`src/design/i2cps_pkg.sv`:
```
// Shared types and constants for the two-wire bus master phase sequencer.
`timescale 1ns / 1ps

package i2cps_pkg;

  // Depth of the command queue between the front end and the phase engine.
  localparam int CMD_QUEUE_DEPTH = 2;

  // Longest command (write byte) produces this many phases.
  localparam int MAX_PHASES = 32;
  localparam int PHASE_W    = $clog2(MAX_PHASES);

  // Command codes.
  typedef enum logic [2:0] {
    FUNC_START    = 3'd0,
    FUNC_RESTART  = 3'd1,
    FUNC_STOP     = 3'd2,
    FUNC_WRITE    = 3'd3,
    FUNC_READ     = 3'd4,
    FUNC_ACK      = 3'd5,
    FUNC_NACK     = 3'd6,
    FUNC_WAIT_ACK = 3'd7
  } i2cps_func_t;

  // Input beat.
  typedef struct packed {
    logic [2:0] func;
    logic [7:0] write_data;
    logic [7:0] line_in;
  } in_item_t;

  // Result beat, one per pin phase.
  typedef struct packed {
    logic       scl_level;
    logic       sda_level;
    logic [2:0] hold_units;
    logic [7:0] read_data;
    logic       ack_missing;
    logic       bus_held;
    logic       status;
    logic       last;
  } out_item_t;

  // Classified command handed from the front end to the phase engine.
  typedef struct packed {
    i2cps_func_t func;
    logic [7:0]  write_data;
    logic [7:0]  line_in;
    logic        held_before;
    logic        status;
  } cmd_desc_t;

endpackage

```
`src/design/i2cps_front.sv`:
```
// Front end: accepts commands, tracks bus ownership and flags nested starts.
`timescale 1ns / 1ps

module i2cps_front
  import i2cps_pkg::*;
(
  input  logic      clk,
  input  logic      rst_n,
  input  logic      in_valid,
  output logic      in_ready,
  input  in_item_t  in_data,
  input  logic      queue_full,
  output logic      push,
  output cmd_desc_t push_desc
);

  logic        held_r;
  logic        held_nxt;
  i2cps_func_t func;

  assign func     = i2cps_func_t'(in_data.func);
  assign in_ready = !queue_full;
  assign push     = in_valid && in_ready;

  // Ownership follows command order only, so it can be resolved here
  // ahead of the phase engine.
  always_comb begin
    held_nxt = held_r;
    if (push) begin
      if (func == FUNC_START) begin
        held_nxt = 1'b1;
      end else if (func == FUNC_STOP) begin
        held_nxt = 1'b0;
      end
    end
  end

  always_comb begin
    push_desc.func        = func;
    push_desc.write_data  = in_data.write_data;
    push_desc.line_in     = in_data.line_in;
    push_desc.held_before = held_r;
    push_desc.status      = (func == FUNC_START) && held_r;
  end

  always_ff @(posedge clk) begin
    if (!rst_n) begin
      held_r <= 1'b0;
    end else begin
      held_r <= held_nxt;
    end
  end

endmodule

```
`src/design/i2cps_queue.sv`:
```
// Small command queue between the front end and the phase engine.
`timescale 1ns / 1ps

module i2cps_queue
  import i2cps_pkg::*;
#(
  parameter int DEPTH = CMD_QUEUE_DEPTH
) (
  input  logic      clk,
  input  logic      rst_n,
  input  logic      push,
  input  cmd_desc_t push_desc,
  input  logic      pop,
  output logic      full,
  output logic      head_valid,
  output cmd_desc_t head
);

  localparam int PTR_W = (DEPTH > 1) ? $clog2(DEPTH) : 1;
  localparam int CNT_W = $clog2(DEPTH + 1);

  cmd_desc_t        entry_r [DEPTH];
  logic [PTR_W-1:0] wr_ptr_r, wr_ptr_nxt;
  logic [PTR_W-1:0] rd_ptr_r, rd_ptr_nxt;
  logic [CNT_W-1:0] count_r, count_nxt;

  assign full       = (count_r == CNT_W'(DEPTH));
  assign head_valid = (count_r != '0);
  assign head       = entry_r[rd_ptr_r];

  always_comb begin
    wr_ptr_nxt = wr_ptr_r;
    rd_ptr_nxt = rd_ptr_r;
    count_nxt  = count_r;
    if (push) begin
      wr_ptr_nxt = (wr_ptr_r == PTR_W'(DEPTH - 1)) ? '0 : wr_ptr_r + 1'b1;
    end
    if (pop) begin
      rd_ptr_nxt = (rd_ptr_r == PTR_W'(DEPTH - 1)) ? '0 : rd_ptr_r + 1'b1;
    end
    if (push && !pop) begin
      count_nxt = count_r + 1'b1;
    end else if (pop && !push) begin
      count_nxt = count_r - 1'b1;
    end
  end

  always_ff @(posedge clk) begin
    if (push) begin
      entry_r[wr_ptr_r] <= push_desc;
    end
  end

  always_ff @(posedge clk) begin
    if (!rst_n) begin
      wr_ptr_r <= '0;
      rd_ptr_r <= '0;
      count_r  <= '0;
    end else begin
      wr_ptr_r <= wr_ptr_nxt;
      rd_ptr_r <= rd_ptr_nxt;
      count_r  <= count_nxt;
    end
  end

endmodule

```
`src/design/i2cps_back.sv`:
```
// Phase engine: expands the head command into pin phases, one per beat.
`timescale 1ns / 1ps

module i2cps_back
  import i2cps_pkg::*;
(
  input  logic      clk,
  input  logic      rst_n,
  input  logic      head_valid,
  input  cmd_desc_t head,
  output logic      pop,
  output logic      out_valid,
  input  logic      out_ready,
  output out_item_t out_data
);

  logic [PHASE_W-1:0] phase_r, phase_nxt;
  logic               scl_r, scl_nxt;
  logic               sda_r, sda_nxt;
  logic               out_valid_r, out_valid_nxt;
  out_item_t          out_data_r, out_data_nxt;
  logic               advance;

  // Decoded phase.
  logic       drive_scl;
  logic       level;
  logic [2:0] hold;
  logic       lst;
  logic [7:0] rd;
  logic       nack;
  logic       held;

  assign advance = head_valid && (!out_valid_r || out_ready);
  assign pop     = advance && lst;

  always_comb begin
    drive_scl = 1'b0;
    level     = 1'b1;
    hold      = 3'd0;
    lst       = 1'b0;
    rd        = 8'd0;
    nack      = 1'b0;
    unique case (head.func)
      FUNC_START, FUNC_RESTART: begin
        case (phase_r)
          PHASE_W'(0): begin drive_scl = 1'b0; level = 1'b1; end
          PHASE_W'(1): begin drive_scl = 1'b1; level = 1'b1; end
          PHASE_W'(2): begin drive_scl = 1'b0; level = 1'b0; hold = 3'd2; end
          PHASE_W'(3): begin drive_scl = 1'b1; level = 1'b0; end
          default:     begin drive_scl = 1'b0; level = 1'b1; lst = 1'b1; end
        endcase
      end
      FUNC_STOP: begin
        case (phase_r)
          PHASE_W'(0): begin drive_scl = 1'b1; level = 1'b0; end
          PHASE_W'(1): begin drive_scl = 1'b0; level = 1'b0; hold = 3'd2; end
          PHASE_W'(2): begin drive_scl = 1'b1; level = 1'b1; end
          default:     begin drive_scl = 1'b0; level = 1'b1; lst = 1'b1; end
        endcase
      end
      FUNC_WRITE: begin
        // Four phases per bit, MSB first.
        unique case (phase_r[1:0])
          2'd0: begin
            drive_scl = 1'b0;
            level     = head.write_data[3'd7 - phase_r[4:2]];
          end
          2'd1: begin drive_scl = 1'b1; level = 1'b1; hold = 3'd4; end
          2'd2: begin drive_scl = 1'b1; level = 1'b0; end
          2'd3: begin
            drive_scl = 1'b0;
            level     = 1'b1;
            hold      = 3'd2;
            lst       = (phase_r == PHASE_W'(MAX_PHASES - 1));
          end
        endcase
      end
      FUNC_READ: begin
        // Release SDA, then a high and a low clock phase per bit.
        if (phase_r == '0) begin
          drive_scl = 1'b0;
          level     = 1'b1;
        end else if (phase_r[0]) begin
          drive_scl = 1'b1;
          level     = 1'b1;
          hold      = 3'd3;
        end else begin
          drive_scl = 1'b1;
          level     = 1'b0;
          hold      = 3'd5;
          lst       = (phase_r == PHASE_W'(16));
          rd        = lst ? head.line_in : 8'd0;
        end
      end
      FUNC_ACK, FUNC_NACK: begin
        case (phase_r)
          PHASE_W'(0): begin
            drive_scl = 1'b0;
            level     = (head.func == FUNC_NACK);
          end
          PHASE_W'(1): begin
            drive_scl = 1'b1;
            level     = 1'b1;
            hold      = (head.func == FUNC_NACK) ? 3'd5 : 3'd6;
          end
          default: begin drive_scl = 1'b1; level = 1'b0; lst = 1'b1; end
        endcase
      end
      FUNC_WAIT_ACK: begin
        if (phase_r == '0) begin
          drive_scl = 1'b1;
          level     = 1'b1;
          hold      = 3'd5;
        end else begin
          drive_scl = 1'b1;
          level     = 1'b0;
          lst       = 1'b1;
          nack      = head.line_in[0];
        end
      end
    endcase
  end

  always_comb begin
    if (head.func == FUNC_START) begin
      held = 1'b1;
    end else if (head.func == FUNC_STOP) begin
      held = lst ? 1'b0 : head.held_before;
    end else begin
      held = head.held_before;
    end
  end

  always_comb begin
    phase_nxt     = phase_r;
    scl_nxt       = scl_r;
    sda_nxt       = sda_r;
    out_valid_nxt = out_valid_r;
    out_data_nxt  = out_data_r;
    if (advance) begin
      scl_nxt                  = drive_scl ? level : scl_r;
      sda_nxt                  = drive_scl ? sda_r : level;
      phase_nxt                = lst ? '0 : phase_r + 1'b1;
      out_valid_nxt            = 1'b1;
      out_data_nxt.scl_level   = scl_nxt;
      out_data_nxt.sda_level   = sda_nxt;
      out_data_nxt.hold_units  = hold;
      out_data_nxt.read_data   = rd;
      out_data_nxt.ack_missing = nack;
      out_data_nxt.bus_held    = held;
      out_data_nxt.status      = head.status;
      out_data_nxt.last        = lst;
    end else if (out_ready) begin
      out_valid_nxt = 1'b0;
    end
  end

  always_ff @(posedge clk) begin
    if (!rst_n) begin
      phase_r     <= '0;
      scl_r       <= 1'b1;
      sda_r       <= 1'b1;
      out_valid_r <= 1'b0;
    end else begin
      phase_r     <= phase_nxt;
      scl_r       <= scl_nxt;
      sda_r       <= sda_nxt;
      out_valid_r <= out_valid_nxt;
    end
  end

  always_ff @(posedge clk) begin
    out_data_r <= out_data_nxt;
  end

  assign out_valid = out_valid_r;
  assign out_data  = out_data_r;

endmodule

```
`src/design/i2c_master_phase_sequencer_top.sv`:
```
// Top level of the two-wire bus master phase sequencer.
`timescale 1ns / 1ps

// Each input beat carries one bus command (start, restart, stop, write byte,
// read byte, ack, no-ack, wait for ack) plus the byte to send and the sampled
// SDA levels. The block answers with one output beat per pin phase: the SCL
// and SDA levels after the phase, the hold count in delay units, and on the
// final phase the received byte or the acknowledge status.
// A command of N phases occupies the phase engine for N phase beats, one phase
// per cycle while the receiver keeps up: a write byte has 32 phases, a read
// byte 17, start and restart 5, stop 4, ack and no-ack 3, wait ack 2. The phase
// counter of the engine steps through them; the next command, if queued,
// follows its predecessor's last phase without a gap.
// The first phase of a command passes through the queue entry and then the
// output register when the engine is idle. Commands wait in a short queue, so
// the input keeps taking beats while the engine is busy until the queue fills.
// When the receiver stalls, the pending phase is held in the output register
// and the engine and queue stop behind it; nothing is dropped.
// Reset (rst_n low at a clock edge) empties the queue, marks the bus free
// and returns both pin levels to released high.
module i2c_master_phase_sequencer_top
  import i2cps_pkg::*;
#(
  parameter int QUEUE_DEPTH = CMD_QUEUE_DEPTH
) (
  input  logic      clk,
  input  logic      rst_n,
  input  logic      in_valid,
  output logic      in_ready,
  input  in_item_t  in_data,
  output logic      out_valid,
  input  logic      out_ready,
  output out_item_t out_data
);

  // Front end to queue.
  logic      push;
  cmd_desc_t push_desc;
  logic      queue_full;

  // Queue to phase engine.
  logic      head_valid;
  cmd_desc_t head;
  logic      pop;

  // The front end resolves bus ownership in command order, so the status
  // flag for a nested start is settled before the command is queued.
  i2cps_front u_front (
    .clk        (clk),
    .rst_n      (rst_n),
    .in_valid   (in_valid),
    .in_ready   (in_ready),
    .in_data    (in_data),
    .queue_full (queue_full),
    .push       (push),
    .push_desc  (push_desc)
  );

  i2cps_queue #(
    .DEPTH (QUEUE_DEPTH)
  ) u_queue (
    .clk        (clk),
    .rst_n      (rst_n),
    .push       (push),
    .push_desc  (push_desc),
    .pop        (pop),
    .full       (queue_full),
    .head_valid (head_valid),
    .head       (head)
  );

  // The engine owns the pin levels, because every phase starts from the
  // levels left by the phase before it.
  i2cps_back u_back (
    .clk        (clk),
    .rst_n      (rst_n),
    .head_valid (head_valid),
    .head       (head),
    .pop        (pop),
    .out_valid  (out_valid),
    .out_ready  (out_ready),
    .out_data   (out_data)
  );

  // A nested start always leaves the bus held.
  a_status_held: assert property (@(posedge clk) disable iff (!rst_n)
    out_valid && out_data.status |-> out_data.bus_held)
    else $error("status set on a phase with the bus free");

  // Received data and ack status only show on a final phase.
  a_result_on_last: assert property (@(posedge clk) disable iff (!rst_n)
    out_valid && ((out_data.read_data != 8'd0) || out_data.ack_missing)
      |-> out_data.last)
    else $error("result fields set on a phase that is not final");

  // Holds never exceed the longest defined phase.
  a_hold_range: assert property (@(posedge clk) disable iff (!rst_n)
    out_valid |-> (out_data.hold_units != 3'd7))
    else $error("hold count out of range");

  // A command is only retired from the queue on its final phase beat.
  a_pop_on_last: assert property (@(posedge clk) disable iff (!rst_n)
    pop |=> out_valid && out_data.last)
    else $error("command retired without a final phase");

endmodule
```
`config.mk`:
```
export PLATFORM = sky130hd
export DESIGN_NAME = i2c_master_phase_sequencer_top
export DESIGN_NICKNAME = d
export VERILOG_FILES = /design/src/design/i2cps_pkg.sv /design/src/design/i2cps_front.sv /design/src/design/i2cps_queue.sv /design/src/design/i2cps_back.sv /design/src/design/i2c_master_phase_sequencer_top.sv
export SDC_FILE = /design/constraint.sdc
export NUM_CORES = 1
export LEC_CHECK = 0
export BUFFER_PORTS_ARGS = -buffer_cell sky130_fd_sc_hd__buf_2
export CORE_MARGIN = 4
export CORE_UTILIZATION = 35
export DETAILED_ROUTE_END_ITERATION = 10
export MAX_ROUTING_LAYER = met4
export RECOVER_POWER = 100
export SETUP_SLACK_MARGIN = 0.4
export SLEW_MARGIN = 20
export SYNTH_ARGS = -nofsm -noshare
export SYNTH_HDL_FRONTEND = slang
export SYNTH_SLANG_ARGS = --single-unit
```
`constraint.sdc`:
```
create_clock -name clk -period 2.85 [get_ports clk]
set_input_delay 0.57 -clock clk [delete_from_list [all_inputs] [get_ports clk]]
set_output_delay 0.57 -clock clk [all_outputs]
set_load 0.05 [all_outputs]
```
# After elaboration in Yosys (flattened, before gate mapping)
# Memory sizes are Yosys's and may differ from the RTL's. A register that Yosys moved wholly into a read port is not among the register bits.
# Cells that the tools add are included.
[totals]
ff_bits = 30
ramBits = 42
inputBits = 23
output_inout_bits = 19
elab_cells = 125
n_memories = 1
[classes]
add_sub_neg = 6
order_cmp = 1
n_eq_ne = 17
mux = 47
bitwise_logic = 3
reduce_logical = 34
[mem_list]
columns = ["memory", "depth", "width", "rd", "rd_clocked_by_memory_dff", "wr", "line_no", "source"]
rows = [
  ["u_queue.entry_r", 2, 21, 1, 1, 1, "i2cps_queue.sv:22", "cmd_desc_t entry_r [DEPTH];"],
]
[ops]
columns = ["cell", "count"]
rows = [
  ["two-way mux 1 bit", 28],
  ["OR reduction 2 bit", 10],
  ["one-hot mux 3 bit (6 select lines)", 1],
  ["== test 3 bit, second input constant", 4],
  ["two-way mux 3 bit", 4],
  ["one-hot mux 1 bit (6 select lines)", 2],
  ["== test 5 x 2 -> 1 bit, second input constant", 2],
  ["== test 5 bit, second input constant", 2],
  ["two-way mux 2 bit", 5],
  ["== test 3 x 2 -> 1 bit, second input constant", 3],
  ["nonzero test 2 bit", 4],
  ["OR reduction 4 bit", 2],
  ["== test 2 bit, second input constant", 3],
  ["logical AND 1 bit", 6],
  ["zero test 3 bit", 2],
  ["one-hot mux 3 bit (2 select lines)", 1],
  ["OR reduction 3 bit", 2],
  ["adder 5 x 1 -> 5 bit, second input constant", 1],
  ["== test 5 x 1 -> 1 bit, second input constant", 1],
  ["zero test 5 bit", 1],
  ["two-way mux 5 bit", 1],
  ["one-hot mux 1 bit (5 select lines)", 1],
  ["zero test 1 bit", 4],
  ["less-than comparator 3 x 4 -> 1 bit, second input constant", 1],
  ["13 further kinds", 17],
]

# Longest topological paths before layout
[depth]
ltp_word = 8
ltp_mapped = 12
ltp_nobuf = 11

# Modules after synthesis
# From an unflattened synthesis, not the netlist that was laid out.
[hier_totals]
cells_unflattened = 275
area_unflattened_um2 = 3499.6
[by_module_without_submodules]
columns = ["module", "n_inst", "cells_per_inst", "area_per_inst_um2", "seq_area_each_um2"]
rows = [
  ["i2cps_queue", 1, 87, 1729.2, 1361.3],
  ["i2cps_back", 1, 160, 1537.7, 670.6],
  ["i2cps_front", 1, 28, 232.7, 20.0],
]

# Worst setup path after synthesis
# No wires, ideal clock.
[synth_path]
path_kind = "register to register"
from = "register u_back.out_valid_r (netlist: u_back.out_valid)"
to = "register u_queue.count_r[1]"
setup_ns = 0.076
arrival_ns = 2.719
t_required_ns = 2.774
path_slack_ns = 0.055
path_stages_with_launch = 9
path_buffers = 1
synth_period_minus_slack_ns = 2.795
path_cell_list = "dfxtp_1 nor2b_1 or2_2 clkbuf_1 clkinv_1 nand2_1 ha_1 or3_1 a21boi_0"
[synth_between]
elab_chain_len = 7
word_cells_on_any_way = 9
cone_classes = "mux (1); reduce/logical (8)"
[synth_lines]
columns = ["element", "line_no", "source"]
rows = [
  ["start, declared", "i2cps_back.sv:20", "logic out_valid_r, out_valid_nxt;"],
  ["start signal, assigned", "i2cps_back.sv:168", "out_valid_r <= out_valid_nxt;"],
  ["zero test 1 bit *", "i2cps_back.sv:33", "assign advance = head_valid && (!out_valid_r || out_ready);"],
  ["logical OR 1 bit *", "i2cps_back.sv:33", ""],
  ["logical AND 1 bit *", "i2cps_back.sv:33", ""],
  ["net u_back.advance", "i2cps_back.sv:22", "logic advance;"],
  ["logical AND 1 bit *", "i2cps_back.sv:34", "assign pop = advance && lst;"],
  ["zero test 1 bit", "i2cps_queue.sv:41", "if (push && !pop) begin"],
  ["logical AND 1 bit", "i2cps_queue.sv:41", ""],
  ["two-way mux 2 bit / nonzero test 2 bit (equally long branches)", "-", ""],
  ["end signal, assigned", "i2cps_queue.sv:62", "count_r <= count_nxt;"],
  ["end, declared", "i2cps_queue.sv:25", "logic [CNT_W-1:0] count_r, count_nxt;"],
]
# Mark *: on every way through the listed nets, which the timed path passes. The rest lies on a longest branch.
# A chain may end at the register's enable or synchronous reset.

# Worst setup path after layout
[layout_path]
from = "register u_back.phase_r[1]"
to = "register u_queue.count_r[1]"
[layout_between]
elab_chain_len = 8
word_cells_on_any_way = 24
cone_classes = "eq/ne (6); mux (9); reduce/logical (9)"
[layout_lines]
columns = ["element", "line_no", "source"]
rows = [
  ["start, declared", "i2cps_back.sv:17", "logic [PHASE_W-1:0] phase_r, phase_nxt;"],
  ["start signal, assigned", "i2cps_back.sv:165", "phase_r <= phase_nxt;"],
  ["== test 5 x 2 -> 1 bit, or another cell as far along", "i2cps_back.sv:45", "case (phase_r)"],
  ["OR reduction 4 bit (no line), or another cell as far along", "-", ""],
  ["two-way mux 1 bit, on equally long branches", "-", ""],
  ["one-hot mux 1 bit (6 select lines) *", "i2cps_back.sv:43", "unique case (head.func)"],
  ["net u_back.lst", "i2cps_back.sv:28", "logic lst;"],
  ["logical AND 1 bit *", "i2cps_back.sv:34", ""],
  ["zero test 1 bit", "i2cps_queue.sv:41", ""],
  ["logical AND 1 bit", "i2cps_queue.sv:41", ""],
  ["two-way mux 2 bit / nonzero test 2 bit (equally long branches)", "-", ""],
]
# Marked as above.

==> impl_metrics.ini <==
[cts]
cts_root_buf = clkbuf_8
clock_path_buffers = 2
cts_tree = built
clk_pin_slew_ns = 0.09
cts_buffers = 9
ctsHoldBuffers = 0
clk_latency_ns = 0.34
cts_htree_levels = 3
clkSinkCount = 73

[logic_synthesis]
synth_area_um2 = 3390
yosysSeqAreaShare_pct = 60.5
synth.most_common_cell = edfxtp_1
synth_edf_count = 59
yosys_register_bits = 73
yosys.area.top_type_share_pct = 52.2
yosys_warnings = 0
synth_area_leaders = edfxtp_1 52%, dfxtp_1 8.3%, mux2i_1 5.0%
async_reset_ff_share_pct = 0
synthTopCellsByCount = 59 x edfxtp_1, 19 x nor2_1, 17 x mux2i_1, 17 x nand2_1, 14 x dfxtp_1
synth_top_cell_by_area = edfxtp_1
postSynthAreaPerCell_um2 = 13.1
netlist_instances = 259
ys.flop_type = edfxtp_1
syn-num-nets = 288
yosysUniqueCellTypes = 55

[timing]
setup_viol = 0
slew_viol_final = 0
rsz0062_at_grt = yes
min_period_ns = 2.49
timing.max_slew.rel_slack_pct = 16.5
fin_crit_sh_pct = 87.3
finalHoldViolations = 0
worst_pin_slew_ns = 1.25
fmax_mhz = 402
skew_ns = 0.00925
tns_ns = 0

[power_and_ir_drop]
clockPowerShare_pct = 20.5
sw_frac_of_total_pct = 41.0
p_int_w = 0.00244
powerDensity_nw_per_um2 = 1040
irDropWorstVdd_mv = 0.349
seqPwrFrac_pct = 39.4
power_switching_w = 0.00169
p_comb_share_pct = 40.1
leakagePower_nw = 1.38

[layout]
final_util_pct = 42.7
drive_gt1_share_pct = 20.1
fillers = 881
multi_input_area_um2 = 1260
syn_to_final_growth_pct = 17.5
finish.net_count = 343
antenna_cells = 0
regArea_um2 = 2060

[global_route]
overflow = 0
grt_max_degree = 24
grt_pass1_vias = 2205
antenna_found_initial = 0
grt_pass1_wl_um = 11100
track_usage_pct = 12.8

[critical_path]
worstPathArrival_ns = 2.75
path_buf_inv = 2
crit_type = reg2reg
critical_path_required_ns = 3.11
worstSetupEndpointType = flop
crit_family = simple AND/OR/NAND/NOR gates
crit_path_start_kind = flop
slowest_delay_ns = 0.36
crit_fanout = 8
cp_cell_sequence = inv_1 > ha_2 > buf_4 > or2_2 > a21oi_2 > o22ai_1 > o2111ai_1 > nand2_2 > ha_1 > xor2_1 > or3_1 > a21boi_0
worst_path_max_delay_cell = dfxtp_1

[floorplan]
io_pins = 42
die_h_um = 106
fp.dieW_um = 106
start_util_pct = 36.4
core_um2 = 9330
fp.dieArea_um2 = 11300
fp-row-count = 35

[routing]
ant_nets = 0
wl_per_cell_um = 15.1
drt-initial-drc-count = 169
via_count = 2253
vias_per_cell = 5.03
drc = 0
dr.pass1.iters = 4
routed_wl_um = 6760

[flow_run]
max_cap_viol_count = 0

[placed_design]
hpwl_um = 4610
gp_congestion = 0.868
io_buffers = 41

[status]
status = finished clean

[worst_hold_path]
hold_path_class = in2reg
==> kinds of logic after synthesis <==
family,count (synthesis),synth area share [%]
AOI/OAI and AO/OA,50,10.6
xor gates and xnor gates,4,1.03
adders and majority gates,6,2.21
buffers and inverters,19,2.69
DFF,73,60.5
muxes,27,10.0
and+or+nand+nor,80,12.9
==> cell usage in the layout (no fill, tap or decap), types with 3 or more instances in the layout <==
cell,count
or3_1,5
nand2b_1,3
and3_1,4
edfxtp_1,59
xnor2_1,3
nand3b_1,3
mux2_2,4
buf_2,11
ha_1,3
inv_1,4
o22ai_1,4
nand2_1,16
a22oi_1,3
dfxtp_1,10
mux2i_1,17
inv_6,3
buf_4,10
a21boi_0,4
o21ai_0,8
nor3_1,5
nor2_1,18
clkbuf_8,9
o2111ai_1,3
clkbuf_1,35
a21oi_1,8
and2_1,4
ha_2,3
nor2b_1,3
mux4_1,3
nand3_1,4
==> per-stage QoR <==
step                cells  cell area, um^2  worst slack (ns)  total power (W)  hold WS (ns)
global route          448             3990             0.158          0.00437         0.391
global placement      425             3780             0.421          0.00331         0.464
finish                448             3990             0.363          0.00413         0.409
CTS                   445             4020             0.423          0.00422         0.387
floorplan             259             3410             0.411          0.00292         0.439
detailed placement    425             3780             0.319          0.00334         0.478
==> per-layer routing <==
layer	vias to the layer above	wire length [um]	global-route usage (%)
li1	1097	-	-
met4	0	105	5.21
met1	1108	2960	15.6
met2	41	3430	20.9
met5	-	0	-
met3	7	257	2.85
==> path summary, 6_finish.rpt <==
kind              slack [ns]                     to  cells after the start               from
hold / removal          0.41  u_queue.entry_r[0][3]                      1         in_data[1]
setup reg to reg        0.36     u_queue.count_r[1]                     12  u_back.phase_r[1]
hold reg to reg         0.49           u_back.scl_r                      2       u_back.scl_r
setup / recovery        0.36     u_queue.count_r[1]                     12  u_back.phase_r[1]
==> repair_timing <==
action | in CTS | in global routing
pin swaps | 1 | 5
gates resized for setup | 3 | 12
setup buffers | 4 | 3
endpoints found under the hold margin | 0 | 0
setup endpoints to repair | 3 | 3
==> final cells by class <==
cell class | instances | area share [%]
flip-flops and latches | 73 | 51.7
multi-input cells | 167 | 31.7
repair buffers | 57 | 6.75
well taps | 129 | 4.05
clock buffers | 9 | 3.11
clock inverters | 7 | 2.07
inverters | 6 | 0.597
==> power by group through the flow <==
| stage | Clock [W] | Sequential, W | Combinational, W |
|---|---|---|---|
| 6_report | 0.000845 | 0.00163 | 0.00165 |
| 5_1_grt | 0.000915 | 0.00166 | 0.00180 |
| 4_1_cts | 0.000869 | 0.00162 | 0.00173 |
| 3_5_place_dp | 0 | 0.00165 | 0.00169 |
| 3_3_place_gp | 0 | 0.00164 | 0.00167 |
| 2_1_floorplan | 0 | 0.00206 | 0.000863 |
==> state kept, by name (all words and copies together), names as in the netlist, named ones only <==
| signal | cells |
|---|---|
| u_queue.entry_r | 42 |
| u_back.phase_r | 5 |
| u_queue.rd_ptr_r | 1 |
| u_queue.count_r | 2 |
| u_back.out_valid | 1 |
| u_back.scl_r | 1 |
| u_back.out_data | 17 |
| u_queue.wr_ptr_r | 1 |
| u_front.held_r | 1 |
| u_back.sda_r | 1 |
No activity file was read; power rests on OpenSTA's default activity.
